## src/hw/rtl/sfsg_pkg.sv

```systemverilog
`timescale 1ns / 1ps
// ----------------------------------------------------------------------------
// sfsg_pkg: shared types and constants for the freshness safety gate
// Transaction payloads, configuration block, stored sensor state and the
// reason codes that the gate reports.
// ----------------------------------------------------------------------------
package sfsg_pkg;

  // Tick counter width
  localparam int TIME_BITS = 48;
  // Comparison width for ages against 32-bit timeouts
  localparam int AGE_BITS  = (TIME_BITS > 32) ? TIME_BITS : 32;

  localparam int CFG_INDEX_BITS = 3;
  localparam int CFG_DATA_BITS  = 32;

  // Configuration register indexes
  localparam logic [CFG_INDEX_BITS-1:0] CFG_COMMAND_TIMEOUT      = 3'd0;
  localparam logic [CFG_INDEX_BITS-1:0] CFG_SCAN_AGE_LIMIT       = 3'd1;
  localparam logic [CFG_INDEX_BITS-1:0] CFG_ODOMETRY_TIMEOUT     = 3'd2;
  localparam logic [CFG_INDEX_BITS-1:0] CFG_RAW_ODOMETRY_TIMEOUT = 3'd3;
  localparam logic [CFG_INDEX_BITS-1:0] CFG_VOLT_FLOOR           = 3'd4;
  localparam logic [CFG_INDEX_BITS-1:0] CFG_NEED_SCAN            = 3'd5;
  localparam logic [CFG_INDEX_BITS-1:0] CFG_NEED_ODOMETRY        = 3'd6;
  localparam logic [CFG_INDEX_BITS-1:0] CFG_NEED_RAW_ODOMETRY    = 3'd7;

  localparam logic [31:0] TIMEOUT_RESET = 32'd500;

  // Seen flag bit positions
  localparam int SEEN_CMD  = 0;
  localparam int SEEN_SCAN = 1;
  localparam int SEEN_ODOM = 2;
  localparam int SEEN_RAW  = 3;
  localparam int SEEN_VOLT = 4;

  typedef enum logic [3:0] {
    REASON_OK           = 4'd0,
    REASON_ESTOP        = 4'd1,
    REASON_CMD_INVALID  = 4'd2,
    REASON_CMD_MISSING  = 4'd3,
    REASON_CMD_STALE    = 4'd4,
    REASON_SCAN_MISSING = 4'd5,
    REASON_SCAN_STALE   = 4'd6,
    REASON_ODOM_MISSING = 4'd7,
    REASON_ODOM_STALE   = 4'd8,
    REASON_RAW_MISSING  = 4'd9,
    REASON_RAW_STALE    = 4'd10,
    REASON_VOLT_MISSING = 4'd11,
    REASON_VOLT_INVALID = 4'd12,
    REASON_VOLT_LOW     = 4'd13
  } reason_t;

  typedef struct packed {
    logic [47:0] current_time;
    logic        command_arrived;
    logic        command_rejected;
    logic        scan_arrived;
    logic        odometry_arrived;
    logic        raw_odometry_arrived;
    logic        voltage_arrived;
    logic [15:0] voltage_sample;
    logic        voltage_finite;
    logic        stop_write;
    logic        stop_level;
  } in_t;

  typedef struct packed {
    logic       allowed;
    logic [3:0] reason_code;
    logic       command_fresh;
  } out_t;

  typedef struct packed {
    logic [31:0] command_timeout;
    logic [31:0] scan_age_limit;
    logic [31:0] odometry_timeout;
    logic [31:0] raw_odometry_timeout;
    logic [15:0] volt_floor;
    logic        need_scan;
    logic        need_odometry;
    logic        need_raw_odometry;
  } cfg_t;

  typedef struct packed {
    logic [TIME_BITS-1:0] command_time;
    logic [TIME_BITS-1:0] scan_time;
    logic [TIME_BITS-1:0] odometry_time;
    logic [TIME_BITS-1:0] raw_odometry_time;
    logic [4:0]           seen_flags;
    logic                 command_bad;
    logic                 stop_engaged;
    logic [15:0]          last_voltage;
    logic                 last_voltage_finite;
  } state_t;

endpackage

```

## src/hw/rtl/sfsg_eval.sv

```systemverilog
`timescale 1ns / 1ps
// ----------------------------------------------------------------------------
// sfsg_eval: freshness checks and reason priority encoder
// Compares each stored arrival time against the item time and picks the
// first failing reason in fixed priority order.
// ----------------------------------------------------------------------------
module sfsg_eval (
  input  sfsg_pkg::state_t                 st,
  input  sfsg_pkg::cfg_t                   cfg,
  input  logic [sfsg_pkg::TIME_BITS-1:0]   now,
  output sfsg_pkg::out_t                   res
);

  logic cmd_ok;
  logic scan_ok;
  logic odom_ok;
  logic raw_ok;
  logic volt_check;
  sfsg_pkg::reason_t reason;

  // Fresh when the time did not go backwards and the age fits the timeout
  function automatic logic age_ok(
    input logic [sfsg_pkg::TIME_BITS-1:0] stamp,
    input logic [sfsg_pkg::TIME_BITS-1:0] t_now,
    input logic [31:0]                    limit
  );
    logic [sfsg_pkg::TIME_BITS:0]  diff;
    logic [sfsg_pkg::AGE_BITS-1:0] age;
    logic [sfsg_pkg::AGE_BITS-1:0] lim;
    diff = {1'b0, t_now} - {1'b0, stamp};
    age  = sfsg_pkg::AGE_BITS'(diff[sfsg_pkg::TIME_BITS-1:0]);
    lim  = sfsg_pkg::AGE_BITS'(limit);
    return !diff[sfsg_pkg::TIME_BITS] && (age <= lim);
  endfunction

  // Run the four age checks in parallel
  always_comb begin
    cmd_ok  = st.seen_flags[sfsg_pkg::SEEN_CMD] &&
              age_ok(st.command_time, now, cfg.command_timeout);
    scan_ok = age_ok(st.scan_time, now, cfg.scan_age_limit);
    odom_ok = age_ok(st.odometry_time, now, cfg.odometry_timeout);
    raw_ok  = age_ok(st.raw_odometry_time, now, cfg.raw_odometry_timeout);
    volt_check = (cfg.volt_floor != 16'd0);
  end

  // Pick the first failing reason
  always_comb begin
    if (st.stop_engaged) begin
      reason = sfsg_pkg::REASON_ESTOP;
    end else if (st.command_bad) begin
      reason = sfsg_pkg::REASON_CMD_INVALID;
    end else if (!st.seen_flags[sfsg_pkg::SEEN_CMD]) begin
      reason = sfsg_pkg::REASON_CMD_MISSING;
    end else if (!cmd_ok) begin
      reason = sfsg_pkg::REASON_CMD_STALE;
    end else if (cfg.need_scan && !st.seen_flags[sfsg_pkg::SEEN_SCAN]) begin
      reason = sfsg_pkg::REASON_SCAN_MISSING;
    end else if (cfg.need_scan && !scan_ok) begin
      reason = sfsg_pkg::REASON_SCAN_STALE;
    end else if (cfg.need_odometry && !st.seen_flags[sfsg_pkg::SEEN_ODOM]) begin
      reason = sfsg_pkg::REASON_ODOM_MISSING;
    end else if (cfg.need_odometry && !odom_ok) begin
      reason = sfsg_pkg::REASON_ODOM_STALE;
    end else if (cfg.need_raw_odometry && !st.seen_flags[sfsg_pkg::SEEN_RAW]) begin
      reason = sfsg_pkg::REASON_RAW_MISSING;
    end else if (cfg.need_raw_odometry && !raw_ok) begin
      reason = sfsg_pkg::REASON_RAW_STALE;
    end else if (volt_check && !st.seen_flags[sfsg_pkg::SEEN_VOLT]) begin
      reason = sfsg_pkg::REASON_VOLT_MISSING;
    end else if (volt_check && !st.last_voltage_finite) begin
      reason = sfsg_pkg::REASON_VOLT_INVALID;
    end else if (volt_check && (st.last_voltage < cfg.volt_floor)) begin
      reason = sfsg_pkg::REASON_VOLT_LOW;
    end else begin
      reason = sfsg_pkg::REASON_OK;
    end
  end

  assign res.allowed       = (reason == sfsg_pkg::REASON_OK);
  assign res.reason_code   = reason;
  assign res.command_fresh = cmd_ok;

endmodule

```

## src/hw/rtl/sensor_freshness_safety_gate_top.sv

```systemverilog
`timescale 1ns / 1ps
// ----------------------------------------------------------------------------
// sensor_freshness_safety_gate_top: motion permission gate
// Tracks sensor arrival times, command validity, battery voltage and the
// emergency stop, and grants or denies motion for every tick transaction.
// ----------------------------------------------------------------------------
// The gate takes one transaction per clock cycle while in_ready is high and
// returns one result per transaction, in order. A transaction updates the stored
// sensor state and the evaluate time at the edge at which it is accepted; the
// evaluate stage then loads its result into the output register once that
// register is empty or being drained. The evaluate stage is four parallel 48-bit
// age subtract-and-compare checks feeding a priority encoder.
// A stalled output holds the evaluate stage, and input ready drops only while
// the evaluate stage and the output register are both full and the output
// side is not ready. Configuration registers are written through a plain
// write port and must only be written while the gate is idle.
module sensor_freshness_safety_gate_top (
  input  logic                                clk,
  input  logic                                rst,
  input  logic                                in_valid,
  output logic                                in_ready,
  input  sfsg_pkg::in_t                       in_data,
  output logic                                out_valid,
  input  logic                                out_ready,
  output sfsg_pkg::out_t                      out_data,
  input  logic                                cfg_write,
  input  logic [sfsg_pkg::CFG_INDEX_BITS-1:0] cfg_index,
  input  logic [sfsg_pkg::CFG_DATA_BITS-1:0]  cfg_data
);

  sfsg_pkg::cfg_t   cfg;
  sfsg_pkg::state_t st;
  sfsg_pkg::state_t st_next;
  logic [sfsg_pkg::TIME_BITS-1:0] now;
  logic [sfsg_pkg::TIME_BITS-1:0] in_time;
  logic            eval_valid;
  logic            eval_advance;
  logic            in_accept;
  sfsg_pkg::out_t  eval_res;

  assign in_time      = sfsg_pkg::TIME_BITS'(in_data.current_time);
  assign eval_advance = eval_valid && (!out_valid || out_ready);
  assign in_ready     = !eval_valid || eval_advance;
  assign in_accept    = in_valid && in_ready;

  // Write configuration registers
  always_ff @(posedge clk) begin
    if (rst) begin
      cfg.command_timeout      <= sfsg_pkg::TIMEOUT_RESET;
      cfg.scan_age_limit       <= sfsg_pkg::TIMEOUT_RESET;
      cfg.odometry_timeout     <= sfsg_pkg::TIMEOUT_RESET;
      cfg.raw_odometry_timeout <= sfsg_pkg::TIMEOUT_RESET;
      cfg.volt_floor           <= 16'd0;
      cfg.need_scan            <= 1'b0;
      cfg.need_odometry        <= 1'b0;
      cfg.need_raw_odometry    <= 1'b0;
    end else if (cfg_write) begin
      case (cfg_index)
        sfsg_pkg::CFG_COMMAND_TIMEOUT:      cfg.command_timeout      <= cfg_data;
        sfsg_pkg::CFG_SCAN_AGE_LIMIT:       cfg.scan_age_limit       <= cfg_data;
        sfsg_pkg::CFG_ODOMETRY_TIMEOUT:     cfg.odometry_timeout     <= cfg_data;
        sfsg_pkg::CFG_RAW_ODOMETRY_TIMEOUT: cfg.raw_odometry_timeout <= cfg_data;
        sfsg_pkg::CFG_VOLT_FLOOR:           cfg.volt_floor           <= cfg_data[15:0];
        sfsg_pkg::CFG_NEED_SCAN:            cfg.need_scan            <= cfg_data[0];
        sfsg_pkg::CFG_NEED_ODOMETRY:        cfg.need_odometry        <= cfg_data[0];
        sfsg_pkg::CFG_NEED_RAW_ODOMETRY:    cfg.need_raw_odometry    <= cfg_data[0];
        default: begin
        end
      endcase
    end
  end

  // Apply the arrival strobes of an accepted transaction
  always_comb begin
    st_next = st;
    if (in_data.command_arrived) begin
      st_next.command_time                   = in_time;
      st_next.seen_flags[sfsg_pkg::SEEN_CMD] = 1'b1;
      st_next.command_bad                    = 1'b0;
    end
    // Invalid strobe wins over a command arrival
    if (in_data.command_rejected) begin
      st_next.command_bad = 1'b1;
    end
    if (in_data.scan_arrived) begin
      st_next.scan_time                       = in_time;
      st_next.seen_flags[sfsg_pkg::SEEN_SCAN] = 1'b1;
    end
    if (in_data.odometry_arrived) begin
      st_next.odometry_time                   = in_time;
      st_next.seen_flags[sfsg_pkg::SEEN_ODOM] = 1'b1;
    end
    if (in_data.raw_odometry_arrived) begin
      st_next.raw_odometry_time              = in_time;
      st_next.seen_flags[sfsg_pkg::SEEN_RAW] = 1'b1;
    end
    if (in_data.voltage_arrived) begin
      st_next.last_voltage                    = in_data.voltage_sample;
      st_next.last_voltage_finite             = in_data.voltage_finite;
      st_next.seen_flags[sfsg_pkg::SEEN_VOLT] = 1'b1;
    end
    if (in_data.stop_write) begin
      st_next.stop_engaged = in_data.stop_level;
    end
  end

  // Hold stored sensor state
  always_ff @(posedge clk) begin
    if (rst) begin
      st <= '0;
    end else if (in_accept) begin
      st <= st_next;
    end
  end

  // Advance the evaluate stage
  always_ff @(posedge clk) begin
    if (rst) begin
      eval_valid <= 1'b0;
    end else if (in_ready) begin
      eval_valid <= in_valid;
    end
  end

  always_ff @(posedge clk) begin
    if (in_accept) begin
      now <= in_time;
    end
  end

  sfsg_eval u_eval (
    .st  (st),
    .cfg (cfg),
    .now (now),
    .res (eval_res)
  );

  // Load the output register
  always_ff @(posedge clk) begin
    if (rst) begin
      out_valid <= 1'b0;
    end else if (eval_advance) begin
      out_valid <= 1'b1;
    end else if (out_ready) begin
      out_valid <= 1'b0;
    end
  end

  always_ff @(posedge clk) begin
    if (eval_advance) begin
      out_data <= eval_res;
    end
  end

  // Checks
  a_allowed_matches_reason: assert property (@(posedge clk) disable iff (rst)
    out_valid |-> (out_data.allowed == (out_data.reason_code == sfsg_pkg::REASON_OK)))
    else $error("allowed disagrees with reason code");

  a_allowed_needs_fresh: assert property (@(posedge clk) disable iff (rst)
    (out_valid && out_data.allowed) |-> out_data.command_fresh)
    else $error("motion allowed without a fresh command");

  a_reject_sets_bad: assert property (@(posedge clk) disable iff (rst)
    (in_accept && in_data.command_rejected) |=> st.command_bad)
    else $error("rejected command did not mark command bad");

  a_stop_engages: assert property (@(posedge clk) disable iff (rst)
    (in_accept && in_data.stop_write && in_data.stop_level) |=> st.stop_engaged)
    else $error("stop write did not engage the stop");

  a_stall_holds_eval: assert property (@(posedge clk) disable iff (rst)
    (eval_valid && out_valid && !out_ready) |=> (eval_valid && $stable(now)))
    else $error("evaluate stage lost a transaction under stall");

endmodule
```

## config.mk

```make
export PLATFORM = sky130hd
export DESIGN_NAME = sensor_freshness_safety_gate_top
export DESIGN_NICKNAME = d
export VERILOG_FILES = /design/src/hw/rtl/sfsg_pkg.sv /design/src/hw/rtl/sfsg_eval.sv /design/src/hw/rtl/sensor_freshness_safety_gate_top.sv
export SDC_FILE = /design/constraint.sdc
export NUM_CORES = 1
export LEC_CHECK = 0
export ABC_CLOCK_PERIOD_IN_PS = 13600
export BUFFER_PORTS_ARGS = -buffer_cell sky130_fd_sc_hd__buf_4
export CAP_MARGIN = 20
export CORE_ASPECT_RATIO = 0.5
export CORE_MARGIN = 3
export CORE_UTILIZATION = 30
export CTS_BUF_LIST = sky130_fd_sc_hd__clkbuf_4 sky130_fd_sc_hd__clkbuf_8
export CTS_CLUSTER_SIZE = 10
export DETAILED_ROUTE_END_ITERATION = 8
export GPL_TIMING_DRIVEN = 0
export PLACE_DENSITY = 0.5
export SYNTH_ARGS = -nofsm -noshare
export SYNTH_HDL_FRONTEND = slang
export SYNTH_SLANG_ARGS = --single-unit
```

## constraint.sdc

```tcl
create_clock -name clk -period 13.6 [get_ports clk]
set_clock_uncertainty 0.15 [all_clocks]
set_input_delay 0 -clock clk [delete_from_list [all_inputs] [get_ports clk]]
set_output_delay 0 -clock clk [all_outputs]
set_load 0.1 [all_outputs]
```

==> results.yml <==
worst_setup_path:
  cp_data_arrival_time_ns: 8.69
  r2r_slack_ns: 5.26
  crit_path_max_incr_delay_ns: 0.87
  rr_startpoint: "now[11]"
  cp_slowest_cell: "a31oi_1"
  cp.required_ns: 13.96
  crit_path_max_fanout: 7
  rr_endpoint: "out_data[5]"
  rr_worst_depth: 21
  worstSetupEndpointType: "flop"
  crit_chain: "ha_1 -> clkbuf_1 -> nand4_1 -> nor3_1 -> a31oi_1 -> nand2_1 -> a221oi_1 -> o21ai_0 -> xor2_1 -> ha_1 -> nand4_1 -> nor3_1 -> a221oi_1 -> a21oi_1 -> a311oi_1 -> nand4b_1 -> or4_1 -> o41ai_2 -> nand2_1 -> or3_4 -> a2111oi_2"
  worst-setup-path-type: "flop to flop"
  setup.worst_path.start_class: "flop"
sta:
  fin_crit_ns: 8.34
  worstMarginPinSlew_ns: 1.35
  relSlewSlack_pct: 9.50
  fin_ws_ns: 5.26
  hold_viol: 0
  finalSetupViolCount: 0
  period_share_pct: 61.3
  fmax_mhz: 120
  grt_setup_unrepaired: "false"
  finalSetupTns_ns: 0
  report.final.slew_viol_count: 0
hold_path:
  whs_path_depth: 5
  min_from: "cfg_write"
  min_to: "cfg[2]"
  hold_path.class: "primary input to flop"
floorplan:
  rows: 82
  die_w_um: 459
  die_h_um: 233
  core_area_sq_um: 101000
  dieArea_sq_um: 107000
  start_util_pct: 30.5
  ios: 121
finish:
  fin_cells: 6097
  drive_gt1_share_pct: 6.17
  fin_area_sq_um: 37600
  nets: 5141
  area_growth_pct: 22.1
placement:
  port_buffers: 118
  dpl-instance-area_sq_um: 33500
  place_ws_ns: 5.60
  gp_congestion: 0.958
  dp.cells: 5708
  dp_hpwl_um: 112000
synthesis:
  syn_nets: 4688
  yosysSeqAreaShare_pct: 29.0
  synth.most_common_cell: "nand2_1"
  synth_common_cells: "nand2_1 (922), a21oi_1 (640), inv_1 (387), dfxtp_1 (365), ha_1 (335)"
  yosysUniqueCellTypes: 92
  synth-seq-cells: 419
  synth.area.top_cells: "dfxtp_1 (24%), ha_1 (14%), nand2_1 (11%), a21oi_1 (10%), edfxtp_1 (5.3%)"
  synthFlopType: "dfxtp_1"
  syn_inst: 4236
  synth_edf_count: 54
  synth_area_leader_cell: "dfxtp_1"
  yosys_warnings: 0
  async_reset_ff_share_pct: 0
  synth_top_area_share_pct: 23.7
  syn_area_per_cell_sq_um: 7.27
  synthesis.area_sq_um: 30800
clocking:
  cts_tree: "built"
  cts_buffers: 74
  clock_insertion_delay_worst_skew_ns: 0.77
  clk_pin_slew_worst_paths_ns: 0.06
  cts_root_buffer: "clkbuf_8"
  ctsHtreeMaxLevel: 3
  clockBufferDepth: 3
  cts_sinks: 419
run:
  drv_cap: 0
power_and_ir_drop:
  powerDensity_nw_per_um2: 104
  peakVddDrop_v: 0.0000550
  total_power_w: 0.00389
  power.leakage_nw: 14.2
route:
  drt_iter0_markers: 3070
  wl_um: 138000
  drcViolationCount: 0
  wl_per_cell_um: 22.7
  ant_nets: 0
  vias_per_cell: 5.31
  drtPass1Iterations: 8
  vias: 32300
global_route:
  grt_pass1_vias: 29500
  globalRouteTotalUtil_pct: 25.1
  antenna_found_initial: 8
  grt_pass1_wl_um: 198000
  grt_max_degree: 41
  grt_overflow: 0
status:
  status: "complete, no violations"
[state kept, by name, summed over array words and instances, names as in the netlist]
register	count
cfg	147
eval_valid	1
now	48
out_data	6
out_valid	1
st	216
[worst max path at each step]
stage | endpoint | slack [ns] | start
3_5_place_dp | out_data[5] | 5.60 | now[11]
4_1_cts | out_data[5] | 5.53 | now[11]
6_report | out_data[5] | 5.26 | now[11]
5_1_grt | out_data[5] | 4.97 | now[10]
2_1_floorplan | out_data[5] | 8.01 | now[1]
3_3_place_gp | out_data[5] | 5.34 | now[18]
[stage by stage]
stage / hold WS [ns] / utilization, %
2_1_floorplan: -0.0511 / -
3_3_place_gp: 0.102 / 33.0
3_5_place_dp: 0.107 / 33.2
4_1_cts: 0.00661 / 37.2
5_1_grt: 0.0840 / 37.2
6_report: 0.102 / 37.2
[cell usage in the layout (no fill, tap or decap), types with 37 or more instances in the layout]
cell           netlist  layout
edfxtp_1            54      54
nor2_1             201     201
xor2_1              61      61
a21o_1              73      73
a21oi_1            640     640
ha_1               335     335
nor3_1              43      43
buf_4                1     120
a211oi_1            37      37
nand3_1             55      55
xnor2_1             82      82
nand4_1            100     100
inv_1              387     387
o21ai_0            166     166
dfxtp_1            365     365
clkbuf_8             0      86
clkbuf_1           193     191
dlygate4sd3_1        0     246
nand2_1            922     922
o211ai_1            46      46
[routing by layer]
metal / wire [um] / vias to the layer above / global-route usage (%)
met3: 10700 / 172 / 5.87
met5: 25 / - / 0
met2: 56400 / 985 / 36.5
met4: 3050 / 4 / 5.94
li1: - / 15700 / -
met1: 68000 / 15500 / 37.1
[report_power, final]
| group | total [W] | switching [W] | internal [W] | leakage (nW) |
|---|---|---|---|---|
| Sequential | 0.00135 | 0.0000453 | 0.00130 | 3.50 |
| Combinational | 0.00122 | 0.000774 | 0.000443 | 9.86 |
| Clock | 0.00132 | 0.000624 | 0.000701 | 0.842 |
[cells by family (layout without fill, tap and decap cells)]
family          Yosys count  after routing  synth area share (%)
compound gates         1219           1219                  23.7
xor+xnor                143            143                  4.07
fa+ha+maj               339            339                  13.9
buf+inv                 590           1100                  7.22
flops                   419            419                  29.0
mux                      24             24                 0.788
other cells               0              7                     0
simple gates           1502           1502                  21.4
[what timing repair did]
action | in CTS | in global routing
hold buffers | 246 | 0
hold endpoints to repair | 426 | 0
gates resized for setup | 0 | 0
buffers inserted | 0 | 0
[cell type report]
cell class,count,area (sq um)
buffer,203,776
fill,10800,63400
sequential,419,8930
inverter,387,1450
clock inverter,26,256
clock buffer,107,1340
antenna,7,17.5
timing repair buffer,377,3510
multi-input combinational,3227,19600
tap,1344,1680
[critical path, delay by kind of cell, from the launching register on]
kind	cells	cell delay [ns]
buffers and inverters	1	0.17
AO/OA/AOI/OAI	8	4.04
adder cells (fa/ha/maj)	2	0.67
flip-flops	1	0.54
XOR/XNOR	1	0.45
AND/OR/NAND/NOR	9	2.01
No activity file was read; power rests on OpenSTA's default activity.
